===== config.mk =====
export PLATFORM = sky130hd
export DESIGN_NAME = qllr_front
export DESIGN_NICKNAME = d
export VERILOG_FILES = /design/src/rtl/core/qllr_pkg.sv /design/src/rtl/core/qllr_fifo.sv /design/src/rtl/core/qllr_front.sv
export SDC_FILE = /design/constraint.sdc
export NUM_CORES = 1
export LEC_CHECK = 0
export CAP_MARGIN = 40
export CORE_MARGIN = 2
export CORE_UTILIZATION = 50
export DETAILED_ROUTE_END_ITERATION = 10
export DONT_BUFFER_PORTS = 1
export PLACE_DENSITY_LB_ADDON = 0.08
export RECOVER_POWER = 100
export SYNTH_ARGS = -nofsm -noshare
export SYNTH_HDL_FRONTEND = slang
export SYNTH_SLANG_ARGS = --single-unit

===== constraint.sdc =====
create_clock -name clock -period 2.3 [get_ports clock]
set_input_delay 0.46 -clock clock [delete_from_list [all_inputs] [get_ports clock]]
set_output_delay 0.46 -clock clock [all_outputs]
set_load 0.1 [all_outputs]

===== src/rtl/core/qllr_pkg.sv =====
`timescale 1ns / 1ps
`default_nettype none

package qllr_pkg;

   // table size
   localparam int QLLR_MAX_POINTS = 256;

   // queue depths
   localparam int QLLR_CMD_DEPTH = 2;
   localparam int QLLR_RSP_DEPTH = 4;

   // request op codes
   localparam logic OP_LOAD  = 1'b0;
   localparam logic OP_DEMAP = 1'b1;

   // register file
   localparam int CSR_IDX_W  = 1;
   localparam int CSR_DATA_W = 16;
   localparam logic [CSR_IDX_W-1:0] CSR_BITS_PER_SYMBOL = 1'd0;
   localparam logic [CSR_IDX_W-1:0] CSR_NOISE_SCALE     = 1'd1;

   localparam logic [3:0]  BPS_RESET   = 4'd4;
   localparam logic [3:0]  BPS_MIN     = 4'd2;
   localparam logic [3:0]  BPS_MAX     = 4'd8;
   localparam logic [15:0] NOISE_RESET = 16'd256;

   // datapath widths
   localparam int SAMPLE_W = 16;
   localparam int LLR_W    = 32;
   localparam int DIST_W   = 33;
   localparam int DIFF_W   = 34;
   localparam int PROD_W   = 51;

   localparam logic [LLR_W-1:0] LLR_POS_SAT = 32'h7FFF_FFFF;
   localparam logic [LLR_W-1:0] LLR_NEG_SAT = 32'h8000_0000;

   typedef struct packed {
      logic                is_demap;
      logic [7:0]          point_index;
      logic [SAMPLE_W-1:0] in_phase;
      logic [SAMPLE_W-1:0] quadrature;
   } qllr_cmd_type;

   typedef struct packed {
      logic [2:0]  nb_m1;
      logic [7:0]  npts_m1;
      logic [15:0] noise_scale;
   } qllr_cfg_type;

   typedef struct packed {
      logic [LLR_W-1:0] llr;
      logic [2:0]       bit_position;
      logic             last;
   } qllr_rsp_type;

endpackage

`default_nettype wire


===== src/rtl/core/qllr_fifo.sv =====
`timescale 1ns / 1ps
`default_nettype none

module qllr_fifo #(
   parameter int WIDTH = 8,
   parameter int DEPTH = 2
) (
   input  wire logic             clock,
   input  wire logic             reset,
   input  wire logic             push,
   input  wire logic [WIDTH-1:0] wdata,
   output logic                  full,
   input  wire logic             pop,
   output logic      [WIDTH-1:0] rdata,
   output logic                  empty
);

   localparam int PTR_W = $clog2(DEPTH);
   localparam int CNT_W = $clog2(DEPTH + 1);

   logic [WIDTH-1:0] data_ff [DEPTH];
   logic [PTR_W-1:0] wr_ptr_ff, wr_ptr_in;
   logic [PTR_W-1:0] rd_ptr_ff, rd_ptr_in;
   logic [CNT_W-1:0] count_ff, count_in;
   logic             do_push, do_pop;

   assign full    = (count_ff == CNT_W'(DEPTH));
   assign empty   = (count_ff == '0);
   assign do_push = push && !full;
   assign do_pop  = pop && !empty;
   assign rdata   = data_ff[rd_ptr_ff];

   always_comb begin
      wr_ptr_in = wr_ptr_ff;
      rd_ptr_in = rd_ptr_ff;
      count_in  = count_ff;
      if (do_push) begin
         wr_ptr_in = (wr_ptr_ff == PTR_W'(DEPTH - 1)) ? '0 : wr_ptr_ff + 1'b1;
      end
      if (do_pop) begin
         rd_ptr_in = (rd_ptr_ff == PTR_W'(DEPTH - 1)) ? '0 : rd_ptr_ff + 1'b1;
      end
      if (do_push && !do_pop) begin
         count_in = count_ff + 1'b1;
      end else if (do_pop && !do_push) begin
         count_in = count_ff - 1'b1;
      end
   end

   always_ff @(posedge clock) begin
      if (reset) begin
         wr_ptr_ff <= '0;
         rd_ptr_ff <= '0;
         count_ff  <= '0;
      end else begin
         wr_ptr_ff <= wr_ptr_in;
         rd_ptr_ff <= rd_ptr_in;
         count_ff  <= count_in;
      end
   end

   always_ff @(posedge clock) begin
      if (do_push) begin
         data_ff[wr_ptr_ff] <= wdata;
      end
   end

endmodule

`default_nettype wire


===== src/rtl/core/qllr_front.sv =====
`timescale 1ns / 1ps
`default_nettype none

module qllr_front import qllr_pkg::*; #(
   parameter int MAX_POINTS = QLLR_MAX_POINTS
) (
   input  wire logic                  clock,
   input  wire logic                  reset,
   input  wire logic                  push,
   output logic                       full,
   input  wire logic                  req_op,
   input  wire logic [7:0]            req_point_index,
   input  wire logic [SAMPLE_W-1:0]   req_in_phase,
   input  wire logic [SAMPLE_W-1:0]   req_quadrature,
   input  wire logic                  csr_we,
   input  wire logic [CSR_IDX_W-1:0]  csr_index,
   input  wire logic [CSR_DATA_W-1:0] csr_wdata,
   output logic                       cmd_valid,
   output qllr_cmd_type               cmd,
   input  wire logic                  cmd_take,
   output qllr_cfg_type               cfg
);

   logic [3:0]  bps_ff, bps_in;
   logic [15:0] noise_ff, noise_in;
   logic [3:0]  nb;
   logic [8:0]  npts;
   logic        keep;
   logic        accept;
   logic        cmd_empty;
   qllr_cmd_type new_cmd;
   logic [$bits(qllr_cmd_type)-1:0] cmd_bits;

   // register writes
   always_comb begin
      bps_in   = bps_ff;
      noise_in = noise_ff;
      if (csr_we) begin
         case (csr_index)
            CSR_BITS_PER_SYMBOL: bps_in   = csr_wdata[3:0];
            CSR_NOISE_SCALE:     noise_in = csr_wdata[15:0];
            default: ;
         endcase
      end
   end

   always_ff @(posedge clock) begin
      if (reset) begin
         bps_ff   <= BPS_RESET;
         noise_ff <= NOISE_RESET;
      end else begin
         bps_ff   <= bps_in;
         noise_ff <= noise_in;
      end
   end

   // clamp to 2..8 bits
   always_comb begin
      if (bps_ff < BPS_MIN) begin
         nb = BPS_MIN;
      end else if (bps_ff > BPS_MAX) begin
         nb = BPS_MAX;
      end else begin
         nb = bps_ff;
      end
   end

   assign npts            = 9'd1 << nb;
   assign cfg.nb_m1       = 3'(nb - 4'd1);
   assign cfg.npts_m1     = 8'(npts - 9'd1);
   assign cfg.noise_scale = noise_ff;

   // loads beyond the table are dropped here
   assign keep   = (req_op == OP_DEMAP) || (11'(req_point_index) < 11'(MAX_POINTS));
   assign accept = push && !full;

   assign new_cmd.is_demap    = (req_op == OP_DEMAP);
   assign new_cmd.point_index = req_point_index;
   assign new_cmd.in_phase    = req_in_phase;
   assign new_cmd.quadrature  = req_quadrature;

   qllr_fifo #(
      .WIDTH ($bits(qllr_cmd_type)),
      .DEPTH (QLLR_CMD_DEPTH)
   ) u_cmd_fifo (
      .clock (clock),
      .reset (reset),
      .push  (accept && keep),
      .wdata (new_cmd),
      .full  (full),
      .pop   (cmd_take),
      .rdata (cmd_bits),
      .empty (cmd_empty)
   );

   assign cmd       = qllr_cmd_type'(cmd_bits);
   assign cmd_valid = !cmd_empty;

endmodule

`default_nettype wire


==> results.yml, run 1 <==
run_status:
  violations: "negative setup slack"
  status: "complete, but fails checks"
yosys:
  synth_mux_area_share_pct: 12.1
  synthArstFlopShare_pct: 0
  ys_seq_area_share_pct: 71.7
  synth_top_family_by_area: "multiplexers"
  syn_area_per_cell_um2: 14.9
  synth_top_cell_by_area: "edfxtp_1"
  syn_inst: 278
  yosys_register_bits: 107
  synth-compound-area-share_pct: 3.97
  ys_top_cells_by_count: "edfxtp_1 (82), mux2_2 (41), nand2_1 (39)"
  synth_edf_count: 82
  synthTopCellsByArea: "edfxtp_1 (60%), dfxtp_1 (12%), mux2_2 (11%), nand2_1 (3.5%), ha_1 (2.1%)"
  syn_nets: 348
  synth_top_area_share_pct: 59.6
  ys.flop_type: "edfxtp_1"
  synth_area_mm2: 0.00413
  synthSimpleGateAreaFrac_pct: 6.33
  synthXorXnorAreaFrac_pct: 1.48
  yosysWarnings: 0
  synth_most_common_cell: "edfxtp_1"
  synth_cell_types: 30
  yosys.area_share.adder_pct: 2.12
final_layout:
  final_cells: 480
  finish.net_count: 440
  antenna-diode-count: 0
  syn_to_final_growth_pct: 41.6
  final_util_pct: 72.3
  fin_area_mm2: 0.00585
  drive_gt1_share_pct: 41.1
  num-fill-cells: 555
grt:
  grt_pass1_wl_um: 11900
  antenna_found_initial: 0
  grt-ovfl-total: 0
  grt_usage_pct: 17.9
  grt_pass1_vias: 2397
  grt_max_degree: 42
sta:
  rsz0062_at_grt: "yes"
  layout_setup_ws_ps: -431
  setup_tns_ps: -2330
  skew_ps: 15.4
  hold_violations: 0
  max_freq_mhz: 366
  whs_ps: 161
  fin_crit_ps: 2730
  slew_viol_final: 0
  period_share_pct: 119
  tightest_slew_ps: 1240
  slew_headroom_pct: 17.2
  setup_violations: 27
pwr:
  p_total_mw: 7.75
  p_per_area_mw_per_mm2: 1320
  peakVddDrop_v: 0.000600
  p_leak_nw: 2.13
die:
  io_pins: 133
  coreArea_mm2: 0.00809
  die_x_um: 94.9
  initial_core_util_pct: 51.1
  die-area_mm2: 0.00901
  placementRows: 33
  fp.dieH_um: 94.9
place:
  dp_slack_ps: -178
  place_congestion: 0.852
  placed_area_mm2: 0.00564
  portBuffers: 0
  place_inst: 457
  dp_hpwl_um: 5660
worst_setup_path:
  r2r-start: "u_cmd_fifo.count_ff[0]"
  crit_path_start_kind: "flop"
  cp.required_ps: 1840
  rrSetupSlack_ps: 200
  crit_arrival_ps: 2270
  cp_max_fo: 5
  cp-startpoint: "bps_ff[3]"
  criticalPathCategory: "reg2out"
  end_kind: "primary output"
clock_network:
  clk_path_buf_depth: 2
  clock_latency_ps: 350
  cts_buffers: 9
  cts-htree-levels: 3
  cts_root_buffer: "clkbuf_8"
  cts.reportedPaths.clkPinSlew_ps: 90
  cts_hold_buf: 0
  cts.sinks: 107
  cts_tree: "done"
detailed_routing:
  drc: 0
  first_pass_iters: 4
  via_count: 2477
  routed_wl_um: 8080
  routedWlPerCell_um: 16.8
  drt_iter0_drc: 108
  vias_per_cell: 5.16
  antenna_left: 0
hold_path:
  hold_start: "reset"
  hp-class: "in2reg"
job:
  cap_violations: 0
==> layout by cell type, fill, tap and decap left out, types with 3 or more instances in the layout <==
cell type,n
mux2_1,7
ha_4,3
clkbuf_4,3
clkbuf_8,9
a21oi_1,17
buf_12,48
inv_2,3
nor2_1,10
mux2i_1,4
mux2_2,34
o21ai_0,4
clkbuf_1,18
xor2_1,4
dfxtp_2,3
edfxtp_1,82
nand2_1,36
dfxtp_1,22
buf_4,24
clkinvlp_4,4
==> cell families (layout without fill, tap and decap cells) <==
group	after synthesis	after routing
AO/OA/AOI/OAI	29	29
XOR/XNOR	7	7
adder cells (fa/ha/maj)	7	7
buffers and inverters	22	119
flip-flops	107	107
multiplexers	45	45
AND/OR/NAND/NOR	61	61
==> power by group <==
part | internal, mW | leakage [nW] | switching, mW
logic | 1.40 | 1.07 | 2.82
clock network | 0.478 | 0.0918 | 0.590
registers | 2.36 | 0.971 | 0.0887
total | 4.24 | 2.13 | 3.50
==> registers in the layout, indices dropped and copies added (netlist names), named ones only <==
name and cells:
bps_ff 4, u_cmd_fifo.count_ff 2, u_cmd_fifo.rd_ptr_ff 1, u_cmd_fifo.data_ff 82, u_cmd_fifo.wr_ptr_ff 1, noise_ff 16
==> final timing paths <==
kind                                                  to  cells past startpoint
worst max-delay path                             cfg[22]                     10
worst min-delay path                           bps_ff[3]                      1
worst max register to register  u_cmd_fifo.data_ff[0][3]                      4
worst min register to register      u_cmd_fifo.wr_ptr_ff                      2
==> cell type report <==
class,count,area [um2],area share (%)
Clock buffer,12,160,2.74
Clock inverter,4,32.5,0.556
Inverter,8,37.5,0.642
Multi-Input combinational cell,149,1250,21.4
Sequential cell,107,2970,50.7
Tap cell,105,131,2.25
Timing Repair Buffer,95,1270,21.7
==> worst max-delay path, cell delays in order (launching register included) <==
cell and delay (ps):
dfxtp_2 330, inv_2 70, o211a_4 180, clkinvlp_4 130
ha_4 210, nand2_8 70, ha_4 130, or3b_4 360
nand4_1 80, o211ai_1 130, clkbuf_16 230
==> what timing repair did <==
action,CTS,global route
endpoints found under the setup margin,8,8
setup buffers,5,2
pin swaps,10,7
gates resized for setup,13,4
==> layer usage <==
layer	vias up	part of all wire (%)	global-route usage, %
met5	-	0	0
met4	0	1.2	6.88
met3	7	9.5	7.26
met2	87	53	31.4
met1	1204	37	19.2
li1	1179	-	-
Note: power is estimated with default switching activity, not from simulation.
==> run 2: changes to the inputs <==
Settings changed: RECOVER_POWER 100 to unset.
==> results.yml, run 2 (synthesized netlist as in run 1, its figures left out) <==
worst_setup_path:
  cp_max_fo: 5
  crit_path_start_kind: "flop"
  cp_num_buf_inv: 3
  worst-r2r-cell-count: 4
  critPathCapture: "cfg[22]"
  critPathMaxStageDelay_ps: 360
  rr_endpoint: "u_cmd_fifo.count_ff[1]"
  crit_arrival_ps: 2290
  cp_top_family: "simple AND/OR/NAND/NOR gates"
  criticalPathCategory: "reg2out"
  end_kind: "primary output"
  cp_cell_sequence: "inv_2 -> o211a_4 -> clkinvlp_4 -> ha_4 -> nand2_8 -> ha_4 -> or3b_4 -> nand4_1 -> o211ai_1 -> clkbuf_16"
  cp.required_ps: 1840
  cpMostUsedCell: "ha_4"
  cp-startpoint: "bps_ff[3]"
  cp.depth: 10
  r2r-start: "u_cmd_fifo.count_ff[0]"
  rrSetupSlack_ps: 760
  cp_slowest_cell: "or3b_4"
final_layout:
  finish.net_count: 440
  largestRegisters: "u_cmd_fifo.data_ff (82), noise_ff (16), bps_ff (4)"
  syn_to_final_growth_pct: 44.0
  antenna-diode-count: 0
  layout_commonest_cell: "edfxtp_1"
  largest_reg_flops: 82
  largest-register: "u_cmd_fifo.data_ff"
  drive_gt1_share_pct: 48.3
  layout_common_cells: "edfxtp_1 (82), buf_12 (50), buf_4 (43)"
place:
  portBuffers: 0
  place_congestion: 0.852
  dp_slack_ps: -178
  dp_hpwl_um: 5660
detailed_routing:
  routed_wl_um: 8110
  first_pass_iters: 4
  drc: 0
  drt_iter0_drc: 95
  via_count: 2472
  vias_per_cell: 5.15
  antenna_left: 0
  routedWlPerCell_um: 16.9
die:
  die-area_mm2: 0.00901
  io_pins: 133
  fp.dieH_um: 94.9
  placementRows: 33
  coreArea_mm2: 0.00809
  die_x_um: 94.9
  initial_core_util_pct: 51.1
sta:
  slew_viol_final: 0
  fin_crit_ps: 2750
  skew_ps: 12.7
  layout_setup_ws_ps: -446
  period_share_pct: 119
  whs_ps: 160
  max_freq_mhz: 364
  rsz0062_at_grt: "yes"
  slew_headroom_pct: 65.0
  setup_violations: 8
  tightest_slew_ps: 524
  setup_tns_ps: -2280
  hold_violations: 0
grt:
  grt_pass1_vias: 2397
  grt_pass1_wl_um: 11900
  grt-ovfl-total: 0
  grtUsageMet2_pct: 31.4
  grtUsageMet3_pct: 7.26
  busiest_layer: "met2"
  antenna_found_initial: 0
  grt_usage_pct: 17.9
  grt_max_degree: 42
  use_met1_pct: 19.2
clock_network:
  cts.reportedPaths.clkPinSlew_ps: 90
  clock_latency_ps: 350
  cts.sinks: 107
  cts_root_buffer: "clkbuf_8"
  cts_buffers: 9
  cts_tree: "done"
  clk_path_buf_depth: 2
  cts-htree-levels: 3
pwr:
  p_per_area_mw_per_mm2: 1310
  p_leak_nw: 2.21
  peakVddDrop_v: 0.000600
hold_path:
  hp-class: "in2reg"
  holdPathStages: 1
run_status:
  violations: "negative setup slack"
  status: "complete, but fails checks"
job:
  cap_violations: 0
## run 2: cell types whose count changed in the layout (fill, tap and decap cells not counted), moves of 2 or more
cell,delta
clkbuf_4,-2
clkbuf_1,-17
mux2_2,+7
buf_4,+19
mux2_1,-7
buf_12,+2
clkbuf_2,-2
## run 2: repair_timing
item                       CTS  global route
pin swaps                   10             7
gates resized for setup     13             4
hold endpoints to repair     0             0
setup buffers                5             2
setup endpoints to repair    8             8
hold buffers                 0             0
## run 2: worst min path at each step
| stage | from | endpoint | slack [ps] |
|---|---|---|---|
| 3_3_place_gp | u_cmd_fifo.wr_ptr_ff | u_cmd_fifo.wr_ptr_ff | 470 |
| 6_report | reset | noise_ff[2] | 160 |
| 3_5_place_dp | u_cmd_fifo.wr_ptr_ff | u_cmd_fifo.wr_ptr_ff | 480 |
| 5_1_grt | reset | flop | 150 |
| 2_1_floorplan | u_cmd_fifo.wr_ptr_ff | u_cmd_fifo.wr_ptr_ff | 460 |
| 4_1_cts | reset | bps_ff[1] | 150 |
## run 2: area by class of cell
class                      instances  area [um2]
inverter                           8        37.5
multi-input combinational        149        1260
clock inverter                     4        32.5
tap                              105         131
sequential                       107        2970
clock buffer                      12         160
timing repair buffer              95        1360
fill                             534        2140
## run 2: through the flow
step / cells / area, um2 / util, % / power (mW)
global placement: 457 / 5640 / 69.6 / 6.75
detailed placement: 457 / 5640 / 69.6 / 6.79
floorplan: 278 / 4260 / - / 5.35
finish: 480 / 5950 / 73.5 / 7.81
global route: 480 / 5950 / 73.5 / 8.07
CTS: 478 / 5920 / 73.1 / 7.88
## run 2: power by group
group / internal, mW / switching [mW]
Clock: 0.478 / 0.587
Sequential: 2.35 / 0.0948
Combinational: 1.47 / 2.83
Total: 4.30 / 3.51
## run 2: per-layer routing
layer,share of wire (%),routed length (um)
met5,0,0
met4,1.2,95
met3,10,821
met2,52,4240
met1,36,2950
