<file path="config.mk">
export PLATFORM = sky130hd
export DESIGN_NAME = qllr_fifo
export DESIGN_NICKNAME = d
export VERILOG_FILES = /design/src/rtl/core/qllr_fifo.sv
export SDC_FILE = /design/constraint.sdc
export NUM_CORES = 1
export LEC_CHECK = 0
export ABC_CLOCK_PERIOD_IN_PS = 2000
export BUFFER_PORTS_ARGS = -buffer_cell sky130_fd_sc_hd__buf_2
export CORE_MARGIN = 10
export CORE_UTILIZATION = 52
export CTS_BUF_LIST = sky130_fd_sc_hd__clkbuf_2 sky130_fd_sc_hd__clkbuf_4 sky130_fd_sc_hd__clkbuf_8
export CTS_CLUSTER_SIZE = 25
export DETAILED_ROUTE_END_ITERATION = 7
export PLACE_DENSITY = 0.87
export SLEW_MARGIN = 5
export SYNTH_ARGS = -nofsm -noshare
export SYNTH_HDL_FRONTEND = slang
export SYNTH_SLANG_ARGS = --single-unit
</file>
<file path="constraint.sdc">
create_clock -name clock -period 2 [get_ports clock]
set_clock_uncertainty 0.15 [all_clocks]
set_input_delay 0.1 -clock clock [delete_from_list [all_inputs] [get_ports clock]]
set_output_delay 0.1 -clock clock [all_outputs]
set_load 0.05 [all_outputs]
</file>
<file path="src/rtl/core/qllr_fifo.sv">
`timescale 1ns / 1ps
`default_nettype none

module qllr_fifo #(
   parameter int WIDTH = 8,
   parameter int DEPTH = 2
) (
   input  wire logic             clock,
   input  wire logic             reset,
   input  wire logic             push,
   input  wire logic [WIDTH-1:0] wdata,
   output logic                  full,
   input  wire logic             pop,
   output logic      [WIDTH-1:0] rdata,
   output logic                  empty
);

   localparam int PTR_W = $clog2(DEPTH);
   localparam int CNT_W = $clog2(DEPTH + 1);

   logic [WIDTH-1:0] data_ff [DEPTH];
   logic [PTR_W-1:0] wr_ptr_ff, wr_ptr_in;
   logic [PTR_W-1:0] rd_ptr_ff, rd_ptr_in;
   logic [CNT_W-1:0] count_ff, count_in;
   logic             do_push, do_pop;

   assign full    = (count_ff == CNT_W'(DEPTH));
   assign empty   = (count_ff == '0);
   assign do_push = push && !full;
   assign do_pop  = pop && !empty;
   assign rdata   = data_ff[rd_ptr_ff];

   always_comb begin
      wr_ptr_in = wr_ptr_ff;
      rd_ptr_in = rd_ptr_ff;
      count_in  = count_ff;
      if (do_push) begin
         wr_ptr_in = (wr_ptr_ff == PTR_W'(DEPTH - 1)) ? '0 : wr_ptr_ff + 1'b1;
      end
      if (do_pop) begin
         rd_ptr_in = (rd_ptr_ff == PTR_W'(DEPTH - 1)) ? '0 : rd_ptr_ff + 1'b1;
      end
      if (do_push && !do_pop) begin
         count_in = count_ff + 1'b1;
      end else if (do_pop && !do_push) begin
         count_in = count_ff - 1'b1;
      end
   end

   always_ff @(posedge clock) begin
      if (reset) begin
         wr_ptr_ff <= '0;
         rd_ptr_ff <= '0;
         count_ff  <= '0;
      end else begin
         wr_ptr_ff <= wr_ptr_in;
         rd_ptr_ff <= rd_ptr_in;
         count_ff  <= count_in;
      end
   end

   always_ff @(posedge clock) begin
      if (do_push) begin
         data_ff[wr_ptr_ff] <= wdata;
      end
   end

endmodule

`default_nettype wire

</file>
==> out/qor.yml, run 1 <==
status: "completed"
yosysSeqAreaShare_pct: 73.2
root_buffer: "clkbuf_4"
finalCritPeriodShare_pct: 87.1
portBuffers: 21
critPathArrivalTime_ps: 1830
die_area_um2: 3490
grt_max_degree: 13
power.density_nw_per_um2: 1360
grt_pass1_vias: 541
vdd_drop_max_mv: 0.976
power_mw: 1.40
cts_tree: "done"
postCtsHoldBufs: 9
max_freq_mhz: 574
io-pin-count: 22
grt_overflow: 0
synthAdderAreaFrac_pct: 1.58
drt-total-wl_um: 1450
clkLatencyLatePin_ps: 300
r2r_cells: 4
fin_tns_setup_ps: 0
htreeDepth: 1
drive_gt1_share_pct: 41.0
grt_pass1_wl_um: 2250
fin_nets: 97
relSlewSlack_pct: 74.2
critPathRequiredTime_ps: 2090
routabilityCongestion: 0.651
yosys.area_share.simple_pct: 5.84
p_switching_uw: 583
numClockSinks: 21
synth_xor_area_share_pct: 3.31
clk_pin_slew_ps: 110
ant_nets: 0
async_reset_ff_share_pct: 0
min_path_type: "in -> reg"
firstDrtPassIters: 4
tightest_slew_ps: 387
ys_types: 13
die_h_um: 59.1
cap_violations: 0
crit_type: "reg -> reg"
drc: 0
holdPathStages: 4
end_kind: "flip-flop"
synth_top_area_cell: "edfxtp_1"
cts_buffers: 3
synth.avg_cell_area_um2: 15.9
p_leak_nw: 0.418
dp_hpwl_um: 1030
yosys_register_bits: 21
synth_area_um2: 793
fp.dieW_um: 59.1
area_growth_pct: 30.0
synth_edf_count: 16
coreArea_um2: 1470
post_cts_buffers: 0
start_util_pct: 53.9
layout_min_cycle_time_ps: 1740
synth_top_family_by_area: "multiplexers"
wl_per_cell_um: 14.7
p_seq_share_pct: 43.8
p_int_uw: 815
comb_power_share_pct: 42.1
yosysWarnings: 0
cp_max_fo: 5
synth-compound-area-share_pct: 3.15
synth_top_area_share_pct: 60.6
cts.repair.resized: 0
antenna_found_initial: 0
setup_violations: 0
synth_flop_cell: "edfxtp_1"
rsz0062_at_grt: "false"
syn_inst: 50
clockBufferDepth: 2
hold_violations: 0
diodes: 0
drtIter0Drc: 7
p_sw_share_pct: 41.7
vias_per_cell: 4.96
syn-num-nets: 63
vias: 491
synthTopCellsByArea: "edfxtp_1 61%, dfxtp_1 13%, mux2_2 11%"
synth.area.mux_share_pct: 11.4
start_kind: "flip-flop"
clkPwrFrac_pct: 14.1
num_rows: 14
track_usage_pct: 8.37
slew_viol_final: 0
[state kept, by name (all words and copies together) (netlist names), named ones only]
| register | count |
|---|---|
| count_ff | 2 |
| data_ff | 16 |
| rd_ptr_ff | 1 |
| wr_ptr_ff | 1 |
[layout make-up]
type	instances	area (um2)
clock inverter	1	5.00
multi-input combinational	26	200
sequential	21	581
fill	106	440
tap	16	20.0
timing repair buffer	30	195
inverter	2	7.51
clock buffer	3	22.5
[metrics by stage]
stage	hold WS, ps	util (%)	setup slack, ps	instance area [um2]	std cells
2_1_floorplan	19.1	-	7.45	793	50
3_3_place_gp	138	62.1	366	913	86
3_5_place_dp	142	62.1	280	913	86
4_1_cts	17.8	70.1	241	1030	99
5_1_grt	59.9	70.1	147	1030	99
6_report	13.5	70.1	258	1030	99
[final timing paths]
kind / start / to / slack [ps]
max: count_ff[0] / count_ff[1] / 260
min: push / wr_ptr_ff / 10
max reg2reg: count_ff[0] / count_ff[1] / 260
min reg2reg: wr_ptr_ff / wr_ptr_ff / 350
[metal layers]
metal / global-route usage (%) / vias up / share of wire (%)
li1: - / 246 / -
met5: 0 / - / 0
met2: 14.1 / 17 / 48
met4: 4.92 / 0 / 2.8
met1: 8.58 / 223 / 43
met3: 3.22 / 5 / 6.1
[cells in the final DEF (no fill, tap or decap)]
cell type | netlist | routed
dlygate4sd3_1 | 0 | 9
nor2b_2 | 1 | 1
nor2_1 | 5 | 5
mux2_2 | 8 | 8
buf_2 | 1 | 21
edfxtp_1 | 16 | 16
clkbuf_4 | 0 | 3
o21ai_0 | 3 | 3
dfxtp_1 | 5 | 5
a21oi_1 | 2 | 2
ha_1 | 1 | 1
and2_1 | 1 | 1
xor2_1 | 3 | 3
clkinv_2 | 0 | 1
inv_1 | 2 | 2
or3_1 | 2 | 2
[kinds of logic after synthesis]
group,Yosys count
AO/OA/AOI/OAI,5
XOR/XNOR,3
AND/OR/NAND/NOR,9
flip-flops,21
buffers and inverters,3
adder cells (fa/ha/maj),1
multiplexers,8
[worst max-delay path: stages (launching register included)]
cell and delay (ps):
dfxtp_1 370, o21ai_0 300, ha_1 320, or3_1 390, a21oi_1 150
[synth_stat cells, types with 2 or more instances]
| library cell | instances |
|---|---|
| edfxtp_1 | 16 |
| mux2_2 | 8 |
| dfxtp_1 | 5 |
| nor2_1 | 5 |
| o21ai_0 | 3 |
| xor2_1 | 3 |
| a21oi_1 | 2 |
| inv_1 | 2 |
| or3_1 | 2 |
[power by group through the flow]
stage                     combinational, mW  sequential (mW)  clock (mW)
after floorplan                       0.487            0.594           0
after global placement                0.566            0.619           0
after detailed placement              0.581            0.625           0
after CTS                             0.598            0.615       0.199
after global routing                  0.628            0.622       0.214
final                                 0.588            0.612       0.197
Power figures use the tool's default switching activity.
==> run 2: changes to the inputs <==
- ABC_CLOCK_PERIOD_IN_PS: 2000 -> 1600
- CORE_UTILIZATION: 52 -> 47
- PLACE_DENSITY: 0.87 -> 0.84
- clock period: 2 -> 1.6 ns (I/O delays scaled with it)
==> out/qor.yml, run 2 (synthesized netlist as in run 1, its figures left out) <==
grt_overflow: 0
slowest_delay_ps: 370
setup_violations: 0
coreArea_um2: 1560
end_kind: "flip-flop"
area_growth_pct: 33.9
holdPathStages: 4
numClockSinks: 21
slowest_stage: "dfxtp_2"
cap_violations: 0
p_leak_nw: 0.428
power.density_nw_per_um2: 1700
path_buf_inv: 0
root_buffer: "clkbuf_4"
crit_type: "reg -> reg"
vias: 501
num_rows: 14
cp_max_fo: 5
routabilityCongestion: 0.675
grt_max_degree: 13
cts_buffers: 3
antenna_found_initial: 0
vdd_drop_max_mv: 1.29
dp_hpwl_um: 1010
cts_tree: "done"
finalCritPeriodShare_pct: 98.9
placed_cells: 87
final_cell_mix: "21 x buf_2, 16 x edfxtp_1, 9 x dlygate4sd3_1"
htreeDepth: 1
drive_gt1_share_pct: 49.4
slew_viol_final: 0
fillers: 119
largest_reg_flops: 16
cp_num_cells: 6
max_freq_mhz: 632
reg.largest.list: "data_ff x16, count_ff x2"
vias_per_cell: 4.96
grt_pass1_vias: 509
layout_min_cycle_time_ps: 1580
worst_path_dominant_cell_family: "simple AND/OR/NAND/NOR gates"
fin_nets: 99
critPathArrivalTime_ps: 1650
firstDrtPassIters: 4
regMostFlops: "data_ff"
start_util_pct: 50.9
hold_violations: 0
track_usage_pct: 7.77
die_h_um: 61.1
clk_pin_slew_ps: 110
drt-total-wl_um: 1380
min_path_type: "in -> reg"
relSlewSlack_pct: 74.7
r2r_cells: 6
status: "completed"
drc: 0
wl_per_cell_um: 13.6
diodes: 0
io-pin-count: 22
grt_pass1_wl_um: 2180
rsz0062_at_grt: "true"
fp.dieW_um: 61.1
worstPathCellList: "nor2b_4, nor2_2, ha_2, xor2_1, or3_1, a21oi_1"
ant_nets: 0
final_common_cell: "buf_2"
clockBufferDepth: 2
clkLatencyLatePin_ps: 280
die_area_um2: 3730
drtIter0Drc: 19
power_mw: 1.80
portBuffers: 21
critPathRequiredTime_ps: 1670
instances_no_fill: 101
start_kind: "flip-flop"
tightest_slew_ps: 379
==> run 2: per-stage QoR <==
| step | hold slack, ps | cell area (um2) | util (%) | setup WS [ps] | setup TNS, ps |
|---|---|---|---|---|---|
| final | 44.6 | 1060 | 68.1 | 18.1 | 0 |
| after global routing | 71.0 | 1060 | 68.1 | -51.7 | -51.7 |
| after CTS | 27.6 | 1060 | 68.0 | 4.76 | 0 |
| after detailed placement | 121 | 928 | 59.6 | -11.0 | -11.0 |
| after global placement | 118 | 928 | 59.6 | 70.6 | 0 |
| after floorplan | -8.35 | 801 | - | -173 | -173 |
==> run 2: timing repair <==
item,CTS,global route
pin swaps,3,1
buffers inserted,1,0
gates resized for setup,4,2
hold endpoints to repair,21,0
hold buffers,9,0
endpoints found under the setup margin,9,17
==> run 2: power breakdown <==
part / total [mW] / leakage (nW) / switching [mW] / internal, mW
Sequential: 0.782 / 0.192 / 0.0758 / 0.707
Combinational: 0.787 / 0.218 / 0.519 / 0.268
Clock: 0.235 / 0.0177 / 0.142 / 0.0927
==> run 2: worst reg2reg max path, cell delays in order (launching register included) <==
cell and delay, ps:
dfxtp_2 370, nor2b_4 180, nor2_2 50, ha_2 160
xor2_1 140, or3_1 310, a21oi_1 140
==> run 2: final timing paths <==
path	from	to	slack (ps)
setup / recovery	count_ff[1]	count_ff[1]	20
setup reg to reg	count_ff[1]	count_ff[1]	20
hold / removal	push	wr_ptr_ff	40
hold reg to reg	wr_ptr_ff	wr_ptr_ff	370
==> run 2: per-layer routing <==
layer	global-route usage (%)	up-vias	part of all wire, %
li1	-	253	-
met1	8.70	231	42
met2	13.2	17	50
met3	3.50	0	8.9
met4	1.95	0	0
met5	0	-	0
==> run 2: layout make-up <==
class                      instances  area (um2)  share of cell area (%)
sequential                        21         587                    55.2
multi-input combinational         26         210                    19.8
timing repair buffer              32         210                    19.8
clock buffer                       3        22.5                    2.12
tap                               16        20.0                    1.88
inverter                           2        7.51                   0.707
clock inverter                     1        5.00                   0.471
==> run 3: changes to the inputs <==
- ABC_AREA: not set -> 1
- PLACE_DENSITY: 0.84 -> 0.83
==> out/qor.yml, run 3 <==
vias_per_cell: 4.56
relSlewSlack_pct: 83.1
layout_min_cycle_time_ps: 1500
end_kind: "output pin"
grt_pass1_vias: 607
yosysWarnings: 0
synth_top_area_share_pct: 58.0
final_common_cell: "buf_2"
synth_xor_area_share_pct: 0
area_growth_pct: 36.3
clkLatencyLatePin_ps: 290
min_path_type: "in -> reg"
largest_reg_flops: 16
path_buf_inv: 1
drc: 0
grt_max_degree: 12
yosysSeqAreaShare_pct: 70.1
slowest_delay_ps: 420
setup_violations: 0
synthTopCellsByArea: "edfxtp_1 58%, dfxtp_1 12%, mux2_2 11%"
synth_flop_cell: "edfxtp_1"
fin_area_um2: 1130
worst_path_dominant_cell_family: "flip-flops"
slowest_stage: "dfxtp_4"
drt-total-wl_um: 1550
critPathArrivalTime_ps: 1270
root_buffer: "clkbuf_4"
io-pin-count: 22
fp.dieW_um: 62.0
reg.largest.list: "data_ff x16, count_ff x2"
portBuffers: 21
p_int_mw: 1.08
coreArea_um2: 1710
vdd_drop_max_mv: 0.971
vias: 566
num_rows: 15
multi_input_area_um2: 216
clkPwrFrac_pct: 14.2
syn-num-nets: 75
routabilityCongestion: 0.718
status: "completed"
clockBufferDepth: 2
antenna_found_initial: 0
clk_pin_slew_ps: 100
synth-compound-area-share_pct: 4.53
crit_type: "reg -> out"
diodes: 0
tightest_slew_ps: 256
p_leak_nw: 0.467
numClockSinks: 21
synth.area.mux_share_pct: 10.9
grt_pass1_wl_um: 2550
max_freq_mhz: 668
die_h_um: 62.0
wl_per_cell_um: 12.5
worstPathCellList: "mux2_2, buf_2"
synth_area_um2: 828
fin_nets: 113
synth_top_family_by_area: "multiplexers"
synth_edf_count: 16
comb_power_share_pct: 42.3
synthAdderAreaFrac_pct: 1.51
fillers: 128
ys_types: 16
drtIter0Drc: 13
synth.most_common_cell: "edfxtp_1"
start_util_pct: 48.5
yosys.area_share.simple_pct: 8.31
yosys_register_bits: 21
dpl_cell_area_um2: 975
htreeDepth: 1
syn_inst: 62
dp_hpwl_um: 1150
cap_violations: 0
final_cell_mix: "21 x buf_2, 16 x edfxtp_1, 10 x dlygate4sd3_1"
cts_tree: "done"
cts_buffers: 3
hold_violations: 0
slew_viol_final: 0
async_reset_ff_share_pct: 0
p_switching_uw: 742
start_kind: "flip-flop"
p_sw_share_pct: 40.8
finalCritPeriodShare_pct: 93.5
firstDrtPassIters: 3
ant_nets: 0
cp_max_fo: 8
synth_common_cells: "16 x edfxtp_1, 9 x nor2_1, 8 x mux2_2"
p_seq_share_pct: 43.5
die_area_um2: 3840
fin_tns_setup_ps: 0
synth_top_area_cell: "edfxtp_1"
synth.avg_cell_area_um2: 13.4
seq_area_um2: 589
rsz0062_at_grt: "false"
grt_overflow: 0
regMostFlops: "data_ff"
critPathRequiredTime_ps: 1370
track_usage_pct: 8.99
power.density_nw_per_um2: 1610
drive_gt1_share_pct: 46.5
==> run 3: cell count changes after synthesis, sizes merged, moves of 2 or more <==
cell and delta:
xor2 -3, o21ai +2, nor2 +4, inv +7, nand2 +4, or3 -2
==> run 3: power by group through the flow <==
stage               combinational [mW]  clock [mW]  sequential (mW)
finish                           0.769       0.258            0.791
global route                     0.834       0.287            0.810
CTS                              0.756       0.266            0.779
detailed placement               0.734           0            0.787
global placement                 0.716           0            0.779
floorplan                        0.598           0            0.753
==> run 3: final cells by class <==
class	instances	area share [%]
clock buffer	4	2.66
sequential	21	52.2
tap	25	2.77
inverter	9	2.99
timing repair buffer	34	20.2
multi-input combinational	31	19.2
==> run 3: kinds of logic after synthesis <==
family	count (synthesis)
compound gates	6
fa+ha+maj	1
buf+inv	10
flops	21
mux	8
simple gates	16
==> run 3: final timing paths <==
path,from,slack [ps],cells past startpoint,to
max,flip-flop,100,2,rdata[7]
min reg2reg,wr_ptr_ff,390,2,wr_ptr_ff
max reg2reg,count_ff[1],110,9,count_ff[1]
min,push,9,4,wr_ptr_ff
==> run 3: metal layers <==
metal  vias up  track usage [%]  share of wire (%)
met2        17             16.8                 53
met3         3             3.66                7.6
li1        288                -                  -
met1       258             8.71                 38
met5         -                0                  0
met4         0             2.87                1.2
==> run 3: what timing repair did <==
action | CTS | global route
setup endpoints to repair | 9 | 10
resized for setup | 2 | 6
hold buffers | 10 | 0
endpoints found under the hold margin | 21 | 0
setup buffers | 0 | 1
pin swaps | 0 | 1
==> run 3: per-stage QoR <==
stage | total power, mW | instances | util [%] | hold WS [ps] | worst slack [ps]
after global routing | 1.93 | 124 | 66.1 | 8.22 | 4.43
after floorplan | 1.35 | 62 | - | 28.9 | 129
final | 1.82 | 124 | 66.1 | 8.68 | 104
after detailed placement | 1.52 | 109 | 57.1 | 122 | 24.5
after CTS | 1.80 | 123 | 64.8 | 8.10 | 23.1
after global placement | 1.50 | 109 | 57.1 | 118 | 100
==> run 3: worst register-to-register path, stage by stage (launching register included) <==
cell and delay, ps:
dfxtp_4 380, inv_2 60, o21ai_4 170, inv_2 60, ha_1 280, inv_2 80
nand3_1 80, nand2_1 60, inv_1 30, nor2_1 80
